### src/rtl/pulse_energy_meter_core_defines.svh
// Assertion macros shared by the pulse energy meter RTL.
// Depends on nothing; take in with `include where checks are written.
`ifndef PULSE_ENERGY_METER_CORE_DEFINES_SVH
`define PULSE_ENERGY_METER_CORE_DEFINES_SVH

// Check that post holds in the same cycle as pre.
`define PEM_ASSERT_NOW(label, ck, rn, pre, post) \
  label: assert property (@(posedge ck) disable iff (!rn) (pre) |-> (post)) \
    else $error("pem: same-cycle check failed");

// Check that post holds in the cycle after pre.
`define PEM_ASSERT_NEXT(label, ck, rn, pre, post) \
  label: assert property (@(posedge ck) disable iff (!rn) (pre) |=> (post)) \
    else $error("pem: next-cycle check failed");

`endif

### src/rtl/pem_pkg.sv
// Types, constants and codes for the pulse energy meter.
// Depends on nothing; used by every module of the block.
package pem_pkg;

  localparam int TIME_W  = 32;
  localparam int CMP_W   = (TIME_W > 32) ? TIME_W : 32;
  localparam int VAL_W   = 32;
  localparam int PPK_W   = 17;
  localparam int SCALE_W = 14;
  localparam int NUM_W   = 46;
  localparam int HI_W    = NUM_W - VAL_W;
  localparam int DIV_W   = VAL_W + PPK_W;

  localparam int DIV_STEPS = VAL_W;
  localparam int DIV_CNT_W = $clog2(DIV_STEPS);

  localparam int Q_DEPTH = 2;
  localparam int Q_PTR_W = (Q_DEPTH > 1) ? $clog2(Q_DEPTH) : 1;
  localparam int Q_CNT_W = $clog2(Q_DEPTH + 1);

  localparam logic [VAL_W-1:0]   POWER_NUM    = 32'd3600000000;
  localparam logic [VAL_W-1:0]   ALL_ONES     = 32'hFFFF_FFFF;
  localparam logic [SCALE_W-1:0] ENERGY_SCALE = 14'd10000;

  localparam logic [VAL_W-1:0] SEND_INTERVAL_RST = 32'd5000;
  localparam logic [PPK_W-1:0] PPK_RST           = 17'd1000;
  localparam logic [VAL_W-1:0] WATT_LIMIT_RST    = 32'd10000;

  typedef enum logic [1:0] {
    ACT_PULSE   = 2'd0,
    ACT_TICK    = 2'd1,
    ACT_RESTORE = 2'd2
  } action_t;

  typedef enum logic [1:0] {
    CFG_SEND_INTERVAL  = 2'd0,
    CFG_PULSES_PER_KWH = 2'd1,
    CFG_WATT_LIMIT     = 2'd2
  } cfg_index_t;

  typedef enum logic [1:0] {
    RPT_POWER   = 2'd0,
    RPT_COUNT   = 2'd1,
    RPT_ENERGY  = 2'd2,
    RPT_REQUEST = 2'd3
  } report_kind_t;

  typedef enum logic [2:0] {
    CMD_POWER_SET = 3'd0,
    CMD_POWER_DIV = 3'd1,
    CMD_RESTORE   = 3'd2,
    CMD_REQUEST   = 3'd3,
    CMD_REPORT    = 3'd4
  } cmd_kind_t;

  typedef struct packed {
    logic [VAL_W-1:0] send_interval;
    logic [PPK_W-1:0] ppk;
    logic [VAL_W-1:0] watt_limit;
  } cfg_t;

  typedef struct packed {
    cmd_kind_t        kind;
    logic [VAL_W-1:0] data;
  } cmd_t;

  typedef struct packed {
    logic             start;
    logic [HI_W-1:0]  hi;
    logic [VAL_W-1:0] lo;
    logic [DIV_W-1:0] divisor;
  } div_req_t;

  typedef struct packed {
    logic             busy;
    logic             done;
    logic [VAL_W-1:0] quotient;
  } div_rsp_t;

endpackage

### src/rtl/pem_front.sv
// Front end: configuration registers, input acceptance and classification.
// Depends on pem_pkg; feeds commands to pem_queue.
module pem_front (
  input  logic                        clk,
  input  logic                        rst_n,
  input  logic                        in_valid,
  output logic                        in_stall,
  input  logic [1:0]                  in_action,
  input  logic [31:0]                 in_now_ms,
  input  logic [31:0]                 in_restored_count,
  input  logic                        cfg_we,
  input  logic [1:0]                  cfg_index,
  input  logic [31:0]                 cfg_data,
  input  logic                        q_full,
  output logic                        q_push,
  output pem_pkg::cmd_t               q_cmd,
  output pem_pkg::cfg_t               cfg
);

  logic [pem_pkg::TIME_W-1:0] last_pulse_r, last_pulse_nxt;
  logic [pem_pkg::TIME_W-1:0] last_report_r, last_report_nxt;
  logic                       restored_r, restored_nxt;
  pem_pkg::cfg_t              cfg_r, cfg_nxt;

  logic                       accept;
  logic [pem_pkg::TIME_W-1:0] now_t;
  logic [pem_pkg::TIME_W-1:0] interval;
  logic [pem_pkg::TIME_W-1:0] elapsed;
  logic                       due;

  assign accept   = in_valid && !q_full;
  assign in_stall = q_full;
  assign now_t    = pem_pkg::TIME_W'(in_now_ms);
  assign interval = now_t - last_pulse_r;
  assign elapsed  = now_t - last_report_r;
  assign due      = pem_pkg::CMP_W'(elapsed) > pem_pkg::CMP_W'(cfg_r.send_interval);
  assign cfg      = cfg_r;

  always_comb begin
    last_pulse_nxt  = last_pulse_r;
    last_report_nxt = last_report_r;
    restored_nxt    = restored_r;
    cfg_nxt         = cfg_r;
    q_push          = 1'b0;
    q_cmd.kind      = pem_pkg::CMD_REQUEST;
    q_cmd.data      = '0;

    if (cfg_we) begin
      case (pem_pkg::cfg_index_t'(cfg_index))
        pem_pkg::CFG_SEND_INTERVAL:  cfg_nxt.send_interval = cfg_data;
        pem_pkg::CFG_PULSES_PER_KWH: cfg_nxt.ppk = cfg_data[pem_pkg::PPK_W-1:0];
        pem_pkg::CFG_WATT_LIMIT:     cfg_nxt.watt_limit = cfg_data;
        default: ;
      endcase
    end

    if (accept) begin
      case (pem_pkg::action_t'(in_action))
        pem_pkg::ACT_PULSE: begin
          last_pulse_nxt = now_t;
          q_push         = 1'b1;
          // Settle the saturated cases here so the back end only divides.
          if (interval == '0 || cfg_r.ppk == '0) begin
            q_cmd.kind = pem_pkg::CMD_POWER_SET;
            q_cmd.data = pem_pkg::ALL_ONES;
          end else if (pem_pkg::CMP_W'(interval) > pem_pkg::CMP_W'(pem_pkg::POWER_NUM)) begin
            q_cmd.kind = pem_pkg::CMD_POWER_SET;
            q_cmd.data = '0;
          end else begin
            q_cmd.kind = pem_pkg::CMD_POWER_DIV;
            q_cmd.data = pem_pkg::VAL_W'(interval);
          end
        end
        pem_pkg::ACT_RESTORE: begin
          restored_nxt = 1'b1;
          q_push       = 1'b1;
          q_cmd.kind   = pem_pkg::CMD_RESTORE;
          q_cmd.data   = in_restored_count;
        end
        pem_pkg::ACT_TICK: begin
          if (due) begin
            last_report_nxt = now_t;
            q_push          = 1'b1;
            q_cmd.kind      = restored_r ? pem_pkg::CMD_REPORT : pem_pkg::CMD_REQUEST;
          end
        end
        default: ;
      endcase
    end
  end

  always_ff @(posedge clk) begin
    if (!rst_n) begin
      last_pulse_r      <= '0;
      last_report_r     <= '0;
      restored_r        <= 1'b0;
      cfg_r.send_interval <= pem_pkg::SEND_INTERVAL_RST;
      cfg_r.ppk         <= pem_pkg::PPK_RST;
      cfg_r.watt_limit  <= pem_pkg::WATT_LIMIT_RST;
    end else begin
      last_pulse_r  <= last_pulse_nxt;
      last_report_r <= last_report_nxt;
      restored_r    <= restored_nxt;
      cfg_r         <= cfg_nxt;
    end
  end

endmodule

### src/rtl/pem_queue.sv
// Short command queue between the front and back ends.
// Depends on pem_pkg and the assertion macro header.
`include "pulse_energy_meter_core_defines.svh"

module pem_queue (
  input  logic          clk,
  input  logic          rst_n,
  input  logic          q_push,
  input  pem_pkg::cmd_t q_push_cmd,
  output logic          q_full,
  input  logic          q_pop,
  output logic          q_avail,
  output pem_pkg::cmd_t q_pop_cmd
);

  pem_pkg::cmd_t               mem [pem_pkg::Q_DEPTH];
  logic [pem_pkg::Q_PTR_W-1:0] wr_ptr_r, wr_ptr_nxt;
  logic [pem_pkg::Q_PTR_W-1:0] rd_ptr_r, rd_ptr_nxt;
  logic [pem_pkg::Q_CNT_W-1:0] cnt_r, cnt_nxt;

  assign q_full    = cnt_r == pem_pkg::Q_CNT_W'(pem_pkg::Q_DEPTH);
  assign q_avail   = cnt_r != '0;
  assign q_pop_cmd = mem[rd_ptr_r];

  always_comb begin
    wr_ptr_nxt = wr_ptr_r;
    rd_ptr_nxt = rd_ptr_r;
    cnt_nxt    = cnt_r;
    if (q_push) begin
      wr_ptr_nxt = (wr_ptr_r == pem_pkg::Q_PTR_W'(pem_pkg::Q_DEPTH - 1)) ? '0 : wr_ptr_r + 1'b1;
    end
    if (q_pop) begin
      rd_ptr_nxt = (rd_ptr_r == pem_pkg::Q_PTR_W'(pem_pkg::Q_DEPTH - 1)) ? '0 : rd_ptr_r + 1'b1;
    end
    if (q_push && !q_pop) begin
      cnt_nxt = cnt_r + 1'b1;
    end else if (q_pop && !q_push) begin
      cnt_nxt = cnt_r - 1'b1;
    end
  end

  always_ff @(posedge clk) begin
    if (!rst_n) begin
      wr_ptr_r <= '0;
      rd_ptr_r <= '0;
      cnt_r    <= '0;
    end else begin
      wr_ptr_r <= wr_ptr_nxt;
      rd_ptr_r <= rd_ptr_nxt;
      cnt_r    <= cnt_nxt;
    end
  end

  always_ff @(posedge clk) begin
    if (q_push) begin
      mem[wr_ptr_r] <= q_push_cmd;
    end
  end

  `PEM_ASSERT_NOW(a_push_not_full, clk, rst_n, q_push, !q_full)
  `PEM_ASSERT_NOW(a_pop_not_empty, clk, rst_n, q_pop, q_avail)
  `PEM_ASSERT_NOW(a_cnt_in_range, clk, rst_n, 1'b1, cnt_r <= pem_pkg::Q_CNT_W'(pem_pkg::Q_DEPTH))

endmodule

### src/rtl/pem_div.sv
// Shared restoring divider, one quotient bit per cycle, saturating at 32 bits.
// Depends on pem_pkg; used by pem_back for power and energy.
module pem_div (
  input  logic              clk,
  input  logic              rst_n,
  input  pem_pkg::div_req_t req,
  output pem_pkg::div_rsp_t rsp
);

  logic [pem_pkg::DIV_W-1:0]     rem_r, rem_nxt;
  logic [pem_pkg::VAL_W-1:0]     quo_r, quo_nxt;
  logic [pem_pkg::DIV_W-1:0]     dsr_r, dsr_nxt;
  logic [pem_pkg::DIV_CNT_W-1:0] cnt_r, cnt_nxt;
  logic                          busy_r, busy_nxt;
  logic                          done_r, done_nxt;

  logic [pem_pkg::DIV_W:0]       rem_sh;
  logic [pem_pkg::DIV_W:0]       diff;
  logic                          ge;

  assign rem_sh = {rem_r, quo_r[pem_pkg::VAL_W-1]};
  assign diff   = rem_sh - {1'b0, dsr_r};
  assign ge     = rem_sh >= {1'b0, dsr_r};

  assign rsp.busy     = busy_r;
  assign rsp.done     = done_r;
  assign rsp.quotient = quo_r;

  always_comb begin
    rem_nxt  = rem_r;
    quo_nxt  = quo_r;
    dsr_nxt  = dsr_r;
    cnt_nxt  = cnt_r;
    busy_nxt = busy_r;
    done_nxt = 1'b0;
    if (req.start) begin
      // A high part at or above the divisor means the quotient needs more than 32 bits.
      if (pem_pkg::DIV_W'(req.hi) >= req.divisor) begin
        quo_nxt  = pem_pkg::ALL_ONES;
        done_nxt = 1'b1;
        busy_nxt = 1'b0;
      end else begin
        rem_nxt  = pem_pkg::DIV_W'(req.hi);
        quo_nxt  = req.lo;
        dsr_nxt  = req.divisor;
        cnt_nxt  = pem_pkg::DIV_CNT_W'(pem_pkg::DIV_STEPS - 1);
        busy_nxt = 1'b1;
      end
    end else if (busy_r) begin
      rem_nxt = ge ? diff[pem_pkg::DIV_W-1:0] : rem_sh[pem_pkg::DIV_W-1:0];
      quo_nxt = {quo_r[pem_pkg::VAL_W-2:0], ge};
      if (cnt_r == '0) begin
        busy_nxt = 1'b0;
        done_nxt = 1'b1;
      end else begin
        cnt_nxt = cnt_r - 1'b1;
      end
    end
  end

  always_ff @(posedge clk) begin
    if (!rst_n) begin
      cnt_r  <= '0;
      busy_r <= 1'b0;
      done_r <= 1'b0;
    end else begin
      cnt_r  <= cnt_nxt;
      busy_r <= busy_nxt;
      done_r <= done_nxt;
    end
    rem_r <= rem_nxt;
    quo_r <= quo_nxt;
    dsr_r <= dsr_nxt;
  end

endmodule

### src/rtl/pem_back.sv
// Back end: meter state, power and energy sequencing, output register.
// Depends on pem_pkg, pem_div and the assertion macro header.
`include "pulse_energy_meter_core_defines.svh"

module pem_back (
  input  logic          clk,
  input  logic          rst_n,
  input  pem_pkg::cfg_t cfg,
  input  logic          q_avail,
  input  pem_pkg::cmd_t q_cmd,
  output logic          q_pop,
  output logic          out_valid,
  input  logic          out_stall,
  output logic [1:0]    out_report_kind,
  output logic [31:0]   out_report_value,
  output logic          out_last_of_run
);

  typedef enum logic [3:0] {
    B_IDLE, B_PMUL, B_PGO, B_PWAIT, B_REQ, B_RPW, B_RCNT,
    B_EMUL, B_EGO, B_EWAIT, B_EEMIT
  } state_t;

  state_t                    state_r, state_nxt;
  logic [pem_pkg::VAL_W-1:0] pulse_total_r, pulse_total_nxt;
  logic [pem_pkg::VAL_W-1:0] power_now_r, power_now_nxt;
  logic [pem_pkg::VAL_W-1:0] power_rep_r, power_rep_nxt;
  logic [pem_pkg::VAL_W-1:0] count_rep_r, count_rep_nxt;
  logic [pem_pkg::VAL_W-1:0] itv_r, itv_nxt;
  logic [pem_pkg::DIV_W-1:0] prod_r, prod_nxt;

  logic                      out_valid_r, out_valid_nxt;
  pem_pkg::report_kind_t     out_kind_r, out_kind_nxt;
  logic [pem_pkg::VAL_W-1:0] out_value_r, out_value_nxt;
  logic                      out_last_r, out_last_nxt;

  logic                      out_free;
  logic                      emit;
  pem_pkg::report_kind_t     emit_kind;
  logic [pem_pkg::VAL_W-1:0] emit_value;
  logic                      emit_last;
  logic                      energy_op;

  pem_pkg::div_req_t         div_req;
  pem_pkg::div_rsp_t         div_rsp;

  pem_div u_div (
    .clk (clk),
    .rst_n (rst_n),
    .req (div_req),
    .rsp (div_rsp)
  );

  assign out_free  = !out_valid_r || !out_stall;
  assign energy_op = state_r == B_EGO;

  assign div_req.start   = (state_r == B_PGO) || (state_r == B_EGO);
  assign div_req.hi      = energy_op ? prod_r[pem_pkg::NUM_W-1:pem_pkg::VAL_W] : '0;
  assign div_req.lo      = energy_op ? prod_r[pem_pkg::VAL_W-1:0] : pem_pkg::POWER_NUM;
  assign div_req.divisor = energy_op ? pem_pkg::DIV_W'(cfg.ppk) : prod_r;

  always_comb begin
    state_nxt       = state_r;
    pulse_total_nxt = pulse_total_r;
    power_now_nxt   = power_now_r;
    power_rep_nxt   = power_rep_r;
    count_rep_nxt   = count_rep_r;
    itv_nxt         = itv_r;
    prod_nxt        = prod_r;
    q_pop           = 1'b0;
    emit            = 1'b0;
    emit_kind       = pem_pkg::RPT_POWER;
    emit_value      = '0;
    emit_last       = 1'b0;

    case (state_r)
      B_IDLE: begin
        if (q_avail) begin
          q_pop = 1'b1;
          case (q_cmd.kind)
            pem_pkg::CMD_POWER_SET: begin
              power_now_nxt   = q_cmd.data;
              pulse_total_nxt = pulse_total_r + 1'b1;
            end
            pem_pkg::CMD_POWER_DIV: begin
              itv_nxt         = q_cmd.data;
              pulse_total_nxt = pulse_total_r + 1'b1;
              state_nxt       = B_PMUL;
            end
            pem_pkg::CMD_RESTORE: begin
              pulse_total_nxt = q_cmd.data;
              count_rep_nxt   = q_cmd.data;
            end
            pem_pkg::CMD_REQUEST: state_nxt = B_REQ;
            pem_pkg::CMD_REPORT:  state_nxt = B_RPW;
            default: ;
          endcase
        end
      end
      B_PMUL: begin
        prod_nxt  = pem_pkg::DIV_W'(itv_r) * pem_pkg::DIV_W'(cfg.ppk);
        state_nxt = B_PGO;
      end
      B_PGO: state_nxt = B_PWAIT;
      B_PWAIT: begin
        if (div_rsp.done) begin
          power_now_nxt = div_rsp.quotient;
          state_nxt     = B_IDLE;
        end
      end
      B_REQ: begin
        if (out_free) begin
          emit      = 1'b1;
          emit_kind = pem_pkg::RPT_REQUEST;
          emit_last = 1'b1;
          state_nxt = B_IDLE;
        end
      end
      B_RPW: begin
        if (power_now_r == power_rep_r) begin
          state_nxt = B_RCNT;
        end else if (power_now_r >= cfg.watt_limit) begin
          // Out of range: record it as sent, report nothing.
          power_rep_nxt = power_now_r;
          state_nxt     = B_RCNT;
        end else if (out_free) begin
          emit          = 1'b1;
          emit_kind     = pem_pkg::RPT_POWER;
          emit_value    = power_now_r;
          emit_last     = pulse_total_r == count_rep_r;
          power_rep_nxt = power_now_r;
          state_nxt     = B_RCNT;
        end
      end
      B_RCNT: begin
        if (pulse_total_r == count_rep_r) begin
          state_nxt = B_IDLE;
        end else if (out_free) begin
          emit          = 1'b1;
          emit_kind     = pem_pkg::RPT_COUNT;
          emit_value    = pulse_total_r;
          count_rep_nxt = pulse_total_r;
          state_nxt     = B_EMUL;
        end
      end
      B_EMUL: begin
        prod_nxt  = pem_pkg::DIV_W'(pem_pkg::NUM_W'(pulse_total_r)
                  * pem_pkg::NUM_W'(pem_pkg::ENERGY_SCALE)
                  + pem_pkg::NUM_W'(cfg.ppk >> 1));
        state_nxt = B_EGO;
      end
      B_EGO: state_nxt = B_EWAIT;
      B_EWAIT: begin
        if (div_rsp.done) begin
          state_nxt = B_EEMIT;
        end
      end
      B_EEMIT: begin
        if (out_free) begin
          emit       = 1'b1;
          emit_kind  = pem_pkg::RPT_ENERGY;
          emit_value = div_rsp.quotient;
          emit_last  = 1'b1;
          state_nxt  = B_IDLE;
        end
      end
      default: state_nxt = B_IDLE;
    endcase

    out_valid_nxt = emit || (out_valid_r && out_stall);
    out_kind_nxt  = emit ? emit_kind : out_kind_r;
    out_value_nxt = emit ? emit_value : out_value_r;
    out_last_nxt  = emit ? emit_last : out_last_r;
  end

  always_ff @(posedge clk) begin
    if (!rst_n) begin
      state_r       <= B_IDLE;
      pulse_total_r <= '0;
      power_now_r   <= '0;
      power_rep_r   <= '0;
      count_rep_r   <= '0;
      out_valid_r   <= 1'b0;
    end else begin
      state_r       <= state_nxt;
      pulse_total_r <= pulse_total_nxt;
      power_now_r   <= power_now_nxt;
      power_rep_r   <= power_rep_nxt;
      count_rep_r   <= count_rep_nxt;
      out_valid_r   <= out_valid_nxt;
    end
    itv_r       <= itv_nxt;
    prod_r      <= prod_nxt;
    out_kind_r  <= out_kind_nxt;
    out_value_r <= out_value_nxt;
    out_last_r  <= out_last_nxt;
  end

  assign out_valid        = out_valid_r;
  assign out_report_kind  = out_kind_r;
  assign out_report_value = out_value_r;
  assign out_last_of_run  = out_last_r;

  `PEM_ASSERT_NOW(a_idle_div_quiet, clk, rst_n, state_r == B_IDLE, !div_rsp.busy)
  `PEM_ASSERT_NOW(a_done_when_waiting, clk, rst_n, div_rsp.done,
                  (state_r == B_PWAIT) || (state_r == B_EWAIT))
  `PEM_ASSERT_NOW(a_energy_ends_run, clk, rst_n,
                  out_valid_r && (out_kind_r == pem_pkg::RPT_ENERGY), out_last_r)
  `PEM_ASSERT_NEXT(a_count_then_energy, clk, rst_n,
                   emit && (emit_kind == pem_pkg::RPT_COUNT), state_r == B_EMUL)

endmodule

### src/rtl/pulse_energy_meter_core.sv
// Top level of the pulse energy meter: ports, configuration handshake, wiring.
// Depends on pem_pkg, pem_front, pem_queue and pem_back.
//
// Pulse energy meter for an S0 output. Send one word per event: a meter pulse
// (action 0) stamped with now_ms, a tick (action 1), or a restore of the
// pulse count (action 2); action 3 is dropped. A pulse measures the time
// since the previous pulse and turns it into watts as
// 3600000000 / (interval * pulses_per_kwh), truncated, saturating to all
// ones for a zero interval or zero pulses_per_kwh. A tick that finds more
// than send_interval_ms elapsed since the last round (modular time) starts a
// round: before any restore it sends one count request; after it, it sends
// the power if changed and below the watt limit, then the count and the
// energy in 1/10000 kWh if the count changed. last_of_run marks the final
// word of a round. The front end classifies each word in the cycle it is
// accepted and parks it in a two-entry command queue, so in_stall rises only
// when that queue is full. Ticks that are not due, and action 3, never reach
// the back end. The back end executes one command at a time: restores and
// saturated pulses update the meter state directly, a count request and a
// report round wait for the output register under any output stall, and a
// pulse that needs a division and the energy of a report round wait on the
// shared 32-step restoring divider. Results sit in one output register,
// which the back end refills as soon as the current word is taken.
// Configuration writes are always ready and belong in idle periods. There
// is no clearing pass after reset.
module pulse_energy_meter_core (
  input  logic        clk,
  input  logic        rst_n,
  input  logic        in_valid,
  output logic        in_stall,
  input  logic [1:0]  in_action,
  input  logic [31:0] in_now_ms,
  input  logic [31:0] in_restored_count,
  output logic        out_valid,
  input  logic        out_stall,
  output logic [1:0]  out_report_kind,
  output logic [31:0] out_report_value,
  output logic        out_last_of_run,
  input  logic        cfg_valid,
  output logic        cfg_ready,
  input  logic [1:0]  cfg_index,
  input  logic [31:0] cfg_data
);

  logic          cfg_we;
  logic          q_full;
  logic          q_push;
  logic          q_pop;
  logic          q_avail;
  pem_pkg::cmd_t push_cmd;
  pem_pkg::cmd_t pop_cmd;
  pem_pkg::cfg_t cfg;

  // Registers live in flops and are always free to take a word.
  assign cfg_ready = 1'b1;
  assign cfg_we    = cfg_valid && cfg_ready;

  pem_front u_front (
    .clk               (clk),
    .rst_n             (rst_n),
    .in_valid          (in_valid),
    .in_stall          (in_stall),
    .in_action         (in_action),
    .in_now_ms         (in_now_ms),
    .in_restored_count (in_restored_count),
    .cfg_we            (cfg_we),
    .cfg_index         (cfg_index),
    .cfg_data          (cfg_data),
    .q_full            (q_full),
    .q_push            (q_push),
    .q_cmd             (push_cmd),
    .cfg               (cfg)
  );

  pem_queue u_queue (
    .clk        (clk),
    .rst_n      (rst_n),
    .q_push     (q_push),
    .q_push_cmd (push_cmd),
    .q_full     (q_full),
    .q_pop      (q_pop),
    .q_avail    (q_avail),
    .q_pop_cmd  (pop_cmd)
  );

  pem_back u_back (
    .clk              (clk),
    .rst_n            (rst_n),
    .cfg              (cfg),
    .q_avail          (q_avail),
    .q_cmd            (pop_cmd),
    .q_pop            (q_pop),
    .out_valid        (out_valid),
    .out_stall        (out_stall),
    .out_report_kind  (out_report_kind),
    .out_report_value (out_report_value),
    .out_last_of_run  (out_last_of_run)
  );

endmodule

### config.mk
export PLATFORM = sky130hd
export DESIGN_NAME = pulse_energy_meter_core
export DESIGN_NICKNAME = d
export VERILOG_FILES = /design/src/rtl/pem_pkg.sv /design/src/rtl/pem_front.sv /design/src/rtl/pem_queue.sv /design/src/rtl/pem_div.sv /design/src/rtl/pem_back.sv /design/src/rtl/pulse_energy_meter_core.sv
export VERILOG_INCLUDE_DIRS = /design/src /design/src/rtl
export SDC_FILE = /design/constraint.sdc
export NUM_CORES = 2
export LEC_CHECK = 0
export BUFFER_PORTS_ARGS = -buffer_cell sky130_fd_sc_hd__buf_2
export CAP_MARGIN = 20
export CORE_UTILIZATION = 65
export CTS_BUF_LIST = sky130_fd_sc_hd__clkbuf_16
export DETAILED_ROUTE_END_ITERATION = 7
export PLACE_DENSITY_LB_ADDON = 0.08
export SKIP_LAST_GASP = 1
export SYNTH_ARGS = -nofsm -noshare
export SYNTH_HDL_FRONTEND = slang
export SYNTH_SLANG_ARGS = --single-unit
### constraint.sdc
create_clock -name clk -period 8.2 [get_ports clk]
set_input_delay 0.82 -clock clk [delete_from_list [all_inputs] [get_ports clk]]
set_output_delay 0.82 -clock clk [all_outputs]
set_load 0.03 [all_outputs]
==> Word-level counts from Yosys, hierarchy flattened <==
Memory sizes are Yosys's and may differ from the RTL's. A register that Yosys moved wholly into a read port is not among the register bits.
Cells that the tools add are included.
Widths: inputs -> output; s select.
{ "op_classes": {"n_addsub": 10, "mul": 2, "order_cmp": 5, "n_eq_ne": 34, "mux": 87, "n_bitwise": 2, "n_reduce_logical": 46} }
{ "op_table": {"columns": ["cell", "count"], "rows": [
  ["$mux 32", 19],
  ["$pmux 32 s2", 4],
  ["$mux 49", 5],
  ["$pmux 49 s2", 1],
  ["$pmux 32 s3", 1],
  ["$mux 35", 2],
  ["$eq 32x32->1", 2],
  ["$sub 32x32->32", 2],
  ["$ge 50x49->1", 1],
  ["$ge 14x49->1", 1],
  ["$mul 32x17->49", 1],
  ["$sub 49x49->49", 1],
  ["$add 46x16->47", 1],
  ["$mul 32x10->42 const B", 1],
  ["$pmux 4 s10", 1],
  ["$mux 4", 9],
  ["$mux 33", 1],
  ["$add 32x1->32 const B", 1],
  ["$ge 32x32->1", 1],
  ["$gt 32x32->1", 1],
  ["$gt 32x32->1 const B", 1],
  ["$logic_not 32->1", 1],
  ["$mux 1", 26],
  ["$mux 5", 4],
  ["other kinds (42)", 98]
]} }
{ "word_totals": {"register_bits": 536, "mem_bits_rw": 70, "inputBits": 105, "word_cells": 213, "memories": 1} }
{ "mem_list": {"columns": ["memory", "depth", "word_bits", "rd", "rd_ports_with_merged_regs", "wr", "line_no", "source"], "rows": [
  ["u_queue.mem", 2, 35, 1, 1, 1, "pem_queue.sv:16", "pem_pkg::cmd_t mem [pem_pkg::Q_DEPTH];"]
]} }

==> Longest topological paths before layout <==
{ "depth": {"word_depth": 9, "mapped_depth": 30, "mapped_depth_nobuf": 30} }

==> Cells and area by module <==
From an unflattened synthesis, not the netlist that was laid out.
{ "unflattened": {"cells_unflattened": 6886, "hier_area_um2": 60680.7} }
{ "modules_own_cells": {"columns": ["module", "n_inst", "cells_per_inst", "area_each_um2"], "rows": [
  ["pem_back", 1, 4308, 37693.7],
  ["pem_front", 1, 1451, 10906.7],
  ["pem_div", 1, 994, 9312.7],
  ["pem_queue", 1, 131, 2756.4],
  ["pulse_energy_meter_core", 1, 2, 11.3]
]} }

==> Least setup slack after synthesis <==
No wires, ideal clock.
{ "synth_path": {"path_kind": "reg2reg", "startpoint": "register u_front.cfg_r, in the netlist u_front.cfg[45]", "endpoint": "register u_back.prod_r[46] (netlist bit) (data pin)", "setup_time_ns": 0.256, "t_arrival_ns": 6.520, "t_required_ns": 7.944, "setup_slack_ns": 1.423, "stages_incl_launch_ff": 24, "path_cell_list": "dfxtp_1 clkbuf_1 clkbuf_1 nand2_1 fa_1 inv_1 fa_1 fa_1 fa_1 fa_1 inv_1 fa_1 inv_1 ha_1 a21o_1 a21oi_1 o21ai_0 a221o_1 o211ai_1 a21oi_1 or2_2 a221oi_1 xnor2_1 a22o_1"} }
{ "synth_between": {"elab_chain_len": 2, "elab_cells_between_ends": 3} }
{ "synth_rtl": {"columns": ["element", "line_no", "source"], "rows": [
  ["start: declaration", "pem_front.sv:23", "pem_pkg::cfg_t cfg_r, cfg_nxt;"],
  ["start signal: assignment", "pem_front.sv:104", "cfg_r <= cfg_nxt;"],
  ["$mul 32x17->49 / $add 46x16->47 (equally long branches)", "pem_back.sv:101, pem_back.sv:149", null],
  ["$pmux 49 s2 *", "pem_back.sv:76", "case (state_r)"],
  ["named net u_back.prod_nxt, one bit", "pem_back.sv:30", "logic [pem_pkg::DIV_W-1:0] prod_r, prod_nxt;"],
  ["end signal: assignment", "pem_back.sv:193", "prod_r <= prod_nxt;"],
  ["end: declaration", "pem_back.sv:30", null]
]} }
Mark *: on every way through the listed nets, which the timed path passes. The rest lies on a longest branch.
A chain may end at the register's enable or synchronous reset.

==> Final worst setup path <==
{ "layout_path": {"startpoint": "register u_front.cfg_r, in the netlist u_front.cfg[36]", "endpoint": "register u_back.prod_r[47] (netlist bit) (data pin)"} }
{ "layout_between": {"elab_chain_len": 2} }
{ "layout_rtl": {"columns": ["element", "line_no", "source"], "rows": [
  ["$mul 32x17->49", "pem_back.sv:101", "prod_nxt = pem_pkg::DIV_W'(itv_r) * pem_pkg::DIV_W'(cfg.ppk);"],
  ["$pmux 49 s2", "pem_back.sv:76", null]
]} }
Every way passes these cells.

==> impl_metrics.tcl <==
set metrics [dict create \
    finalCritPeriodShare 0.9427 \
    drc 3 \
    setup_slack_ns 0.4695 \
    synth-edff-count 316 \
    crit_fanout 21 \
    core_um2 88650 \
    synth_common_cells "inv_1, nand2_1, fa_1" \
    hold_path_class "input pin to flip-flop" \
    synth_top_family_by_area "adder cells" \
    slew_headroom 0.1404 \
    synthAdderAreaFrac 0.2857 \
    die_y_um 301.6 \
    core.rowCount 109 \
    htreeDepth 3 \
    fillers 7037 \
    synth_area_um2 58330 \
    routabilityCongestion 1.036 \
    hp-start "cfg_data[18]" \
    cts_setup_buffers 0 \
    maxSlewViolCount 0 \
    die_w_um 301.6 \
    synthMuxAreaShare 0.02265 \
    nets 7772 \
    clk_pin_slew_worst_paths_ns 0.06 \
    synth_area_leaders "fa_1, edfxtp_1, ha_1" \
    cts_buffers 73 \
    hold_ws_ns 0.4056 \
    failed_checks "design-rule violations" \
    grt_start_max_net_pins 131 \
    cts_resized 0 \
    synth_fp_nets 7769 \
    rsz0062_at_grt "no" \
    ys_seq_elements 607 \
    grt_overflow_total 0 \
    yosys.area_share.simple 0.1587 \
    cp_data_arrival_time_ns 8.24 \
    setup_viol 0 \
    max_freq_mhz 129.4 \
    synth_flop_cell "edfxtp_1" \
    ff2ff_path_depth 21 \
    synth_compound_area_frac 0.1401 \
    skew_ns 0.03953 \
    crit_path_start_kind "flip-flop" \
    max_cap_violations 0 \
    drive_gt1_frac 0.06403 \
    min_to "u_front.cfg[18]" \
    crit-reg2reg-launch "u_front.cfg[36]" \
    tightest_slew_ns 1.254 \
    grt_pass1_wl_mm 278.1 \
    finalPower_mw 22.60 \
    vias_per_cell 6.135 \
    drt-initial-drc-count 5154 \
    cts_tree "yes" \
    cts_hold_buf 0 \
    grt_pass1_vias 47176 \
    syn_inst 6654 \
    synth_cell_types 88 \
    area_growth_pct 7.545 \
    io_buffers 141 \
    avgRoutedWirePerCell_um 23.14 \
    final.setup.tns_ns 0 \
    wirelength_mm 182.5 \
    grtUsageTotal 0.4044 \
    ios 143 \
    pwr_density_cell_nw_per_um2 360.3 \
    cts_buffer_depth 3 \
    fin_crit_ns 7.731 \
    cp-end-kind "flip-flop" \
    hold_depth 3 \
    yosysTopAreaCell "fa_1" \
    route.vias.total 48402 \
    synth-seq-area-share 0.2626 \
    synth_top_area_frac 0.1840 \
    root_buffer "clkbuf_16" \
    start_util 0.6580 \
    cts.sinks 607 \
    crit_start "u_front.cfg[36]" \
    drt_pass1_iterations 8 \
    place_ws_ns 0.5671 \
    cp_data_required_time_ns 8.71 \
    timing.rr.end "u_back.prod_r[47]" \
    outcome "finished, violations left" \
    antenna_found_initial 7 \
    reg2reg_setup_slack_ns 0.47 \
    synth.most_common_cell "inv_1" \
    worstSetupPathType "flip-flop to flip-flop" \
    synth_xor_area_frac 0.04069 \
    detail-route-antenna-nets 0 \
    synth_area_per_cell_um2 8.766 \
    fin_util 0.7076 \
    dieArea_um2 90940 \
    peakVddDrop_v 0.0004887 \
    hpwlAfterDp_mm 143.2 \
    clkLatencyLatePin_ns 0.67 \
    async_reset_ff_frac 0 \
    finalHoldViolations 0 \
    yosys_warnings 0 \
    p_leak_nw 29.47 \
]
-- stage by stage --
step / cells / area, µm²
global placement: 7734 / 60170
global route: 7881 / 62700
CTS: 7874 / 62600
finish: 7890 / 62730
floorplan: 6654 / 58330
detailed placement: 7740 / 60230
-- flip-flops by register name (all words and copies together) (netlist names), 5 cells and up, named ones only --
register / cells
u_back.power_rep_r: 32
u_back.u_div.cnt_r: 5
u_back.power_now_r: 32
u_back.prod_r: 49
u_back.out_report_value: 32
u_back.u_div.dsr_r: 49
u_front.last_report_r: 32
u_front.last_pulse_r: 32
u_back.pulse_total_r: 32
u_queue.mem: 70
u_back.count_rep_r: 32
u_back.u_div.quo_r: 32
u_front.cfg: 81
u_back.itv_r: 32
u_back.u_div.rem_r: 49
-- layout make-up --
class | count | area (µm²) | area share
repair buffers | 256 | 1663 | 0.02651
multi-input cells | 4662 | 37920 | 0.6046
well taps | 1165 | 1458 | 0.02324
clock inverters | 60 | 518.0 | 0.008258
diodes | 9 | 22.52 | 0.0003590
clock buffers | 74 | 1852 | 0.02952
flip-flops and latches | 607 | 15320 | 0.2442
inverters | 1057 | 3975 | 0.06337
-- report_power, final --
part           leakage [nW]  total [mW]  switching [mW]  internal (mW)
combinational          23.0        14.1            8.87           5.24
clock                  1.20        3.25            1.41           1.85
sequential             5.29        5.24           0.742           4.50
total                  29.5        22.6            11.0           11.6
-- cell usage in the layout, fill, tap and decap left out, drive strengths merged, types with 28 or more instances in the layout --
cell,instances
inv,1070
nand2,852
fa,536
ha,474
a21oi,451
nor2,370
edfxtp,316
dfxtp,291
buf,256
and2,239
o21ai,221
xor2,155
a21o,132
mux2i,123
xnor2,116
nand3,102
clkbuf,74
nor2b,74
nor3,72
a211oi,63
o211ai,60
nor4,53
nand4,51
nand2b,48
clkinv,39
a22oi,36
or3,33
a222oi,32
o21a,31
and3,29
a221o,28
-- critical path, cell delays in order (launching register included) --
cell	delay, ns
dfxtp_1	0.86
nand2_1	0.17
fa_1	0.62
fa_1	0.46
fa_1	0.52
inv_1	0.05
fa_1	0.50
fa_1	0.57
inv_1	0.06
fa_1	0.59
inv_1	0.06
ha_1	0.33
and2_1	0.20
a21boi_0	0.39
o41ai_1	0.19
a21o_1	0.20
a211oi_1	0.32
o2111ai_1	0.23
a2111oi_0	0.64
o21ai_0	0.26
a21o_1	0.23
a21oi_1	0.12
-- per-layer routing --
layer,part of all wire,GRT usage,vias to the layer above
li1,-,-,22090
met1,0.38,0.5129,23453
met2,0.45,0.6348,2361
met3,0.096,0.08724,492
met4,0.070,0.2434,6
met5,0.00019,0,-
-- kinds of logic after synthesis --
kind of cell    Yosys count
compound gates         1264
xor+xnor                271
fa+ha+maj              1010
buf+inv                1385
flops                   607
mux                     131
other cells               1
simple gates           1985
-- worst max path at each step --
| stage | end | slack (ns) | cells after the start |
|---|---|---|---|
| global route | u_back.prod_r[47] | 0.10 | 21 |
| CTS | u_back.prod_r[47] | 0.53 | 21 |
| detailed placement | u_back.prod_r[47] | 0.57 | 21 |
| floorplan | u_back.prod_r[46] | 1.42 | 23 |
| finish | u_back.prod_r[47] | 0.47 | 21 |
| global placement | u_back.prod_r[47] | 0.77 | 22 |
No activity file was read; power rests on OpenSTA's default activity.
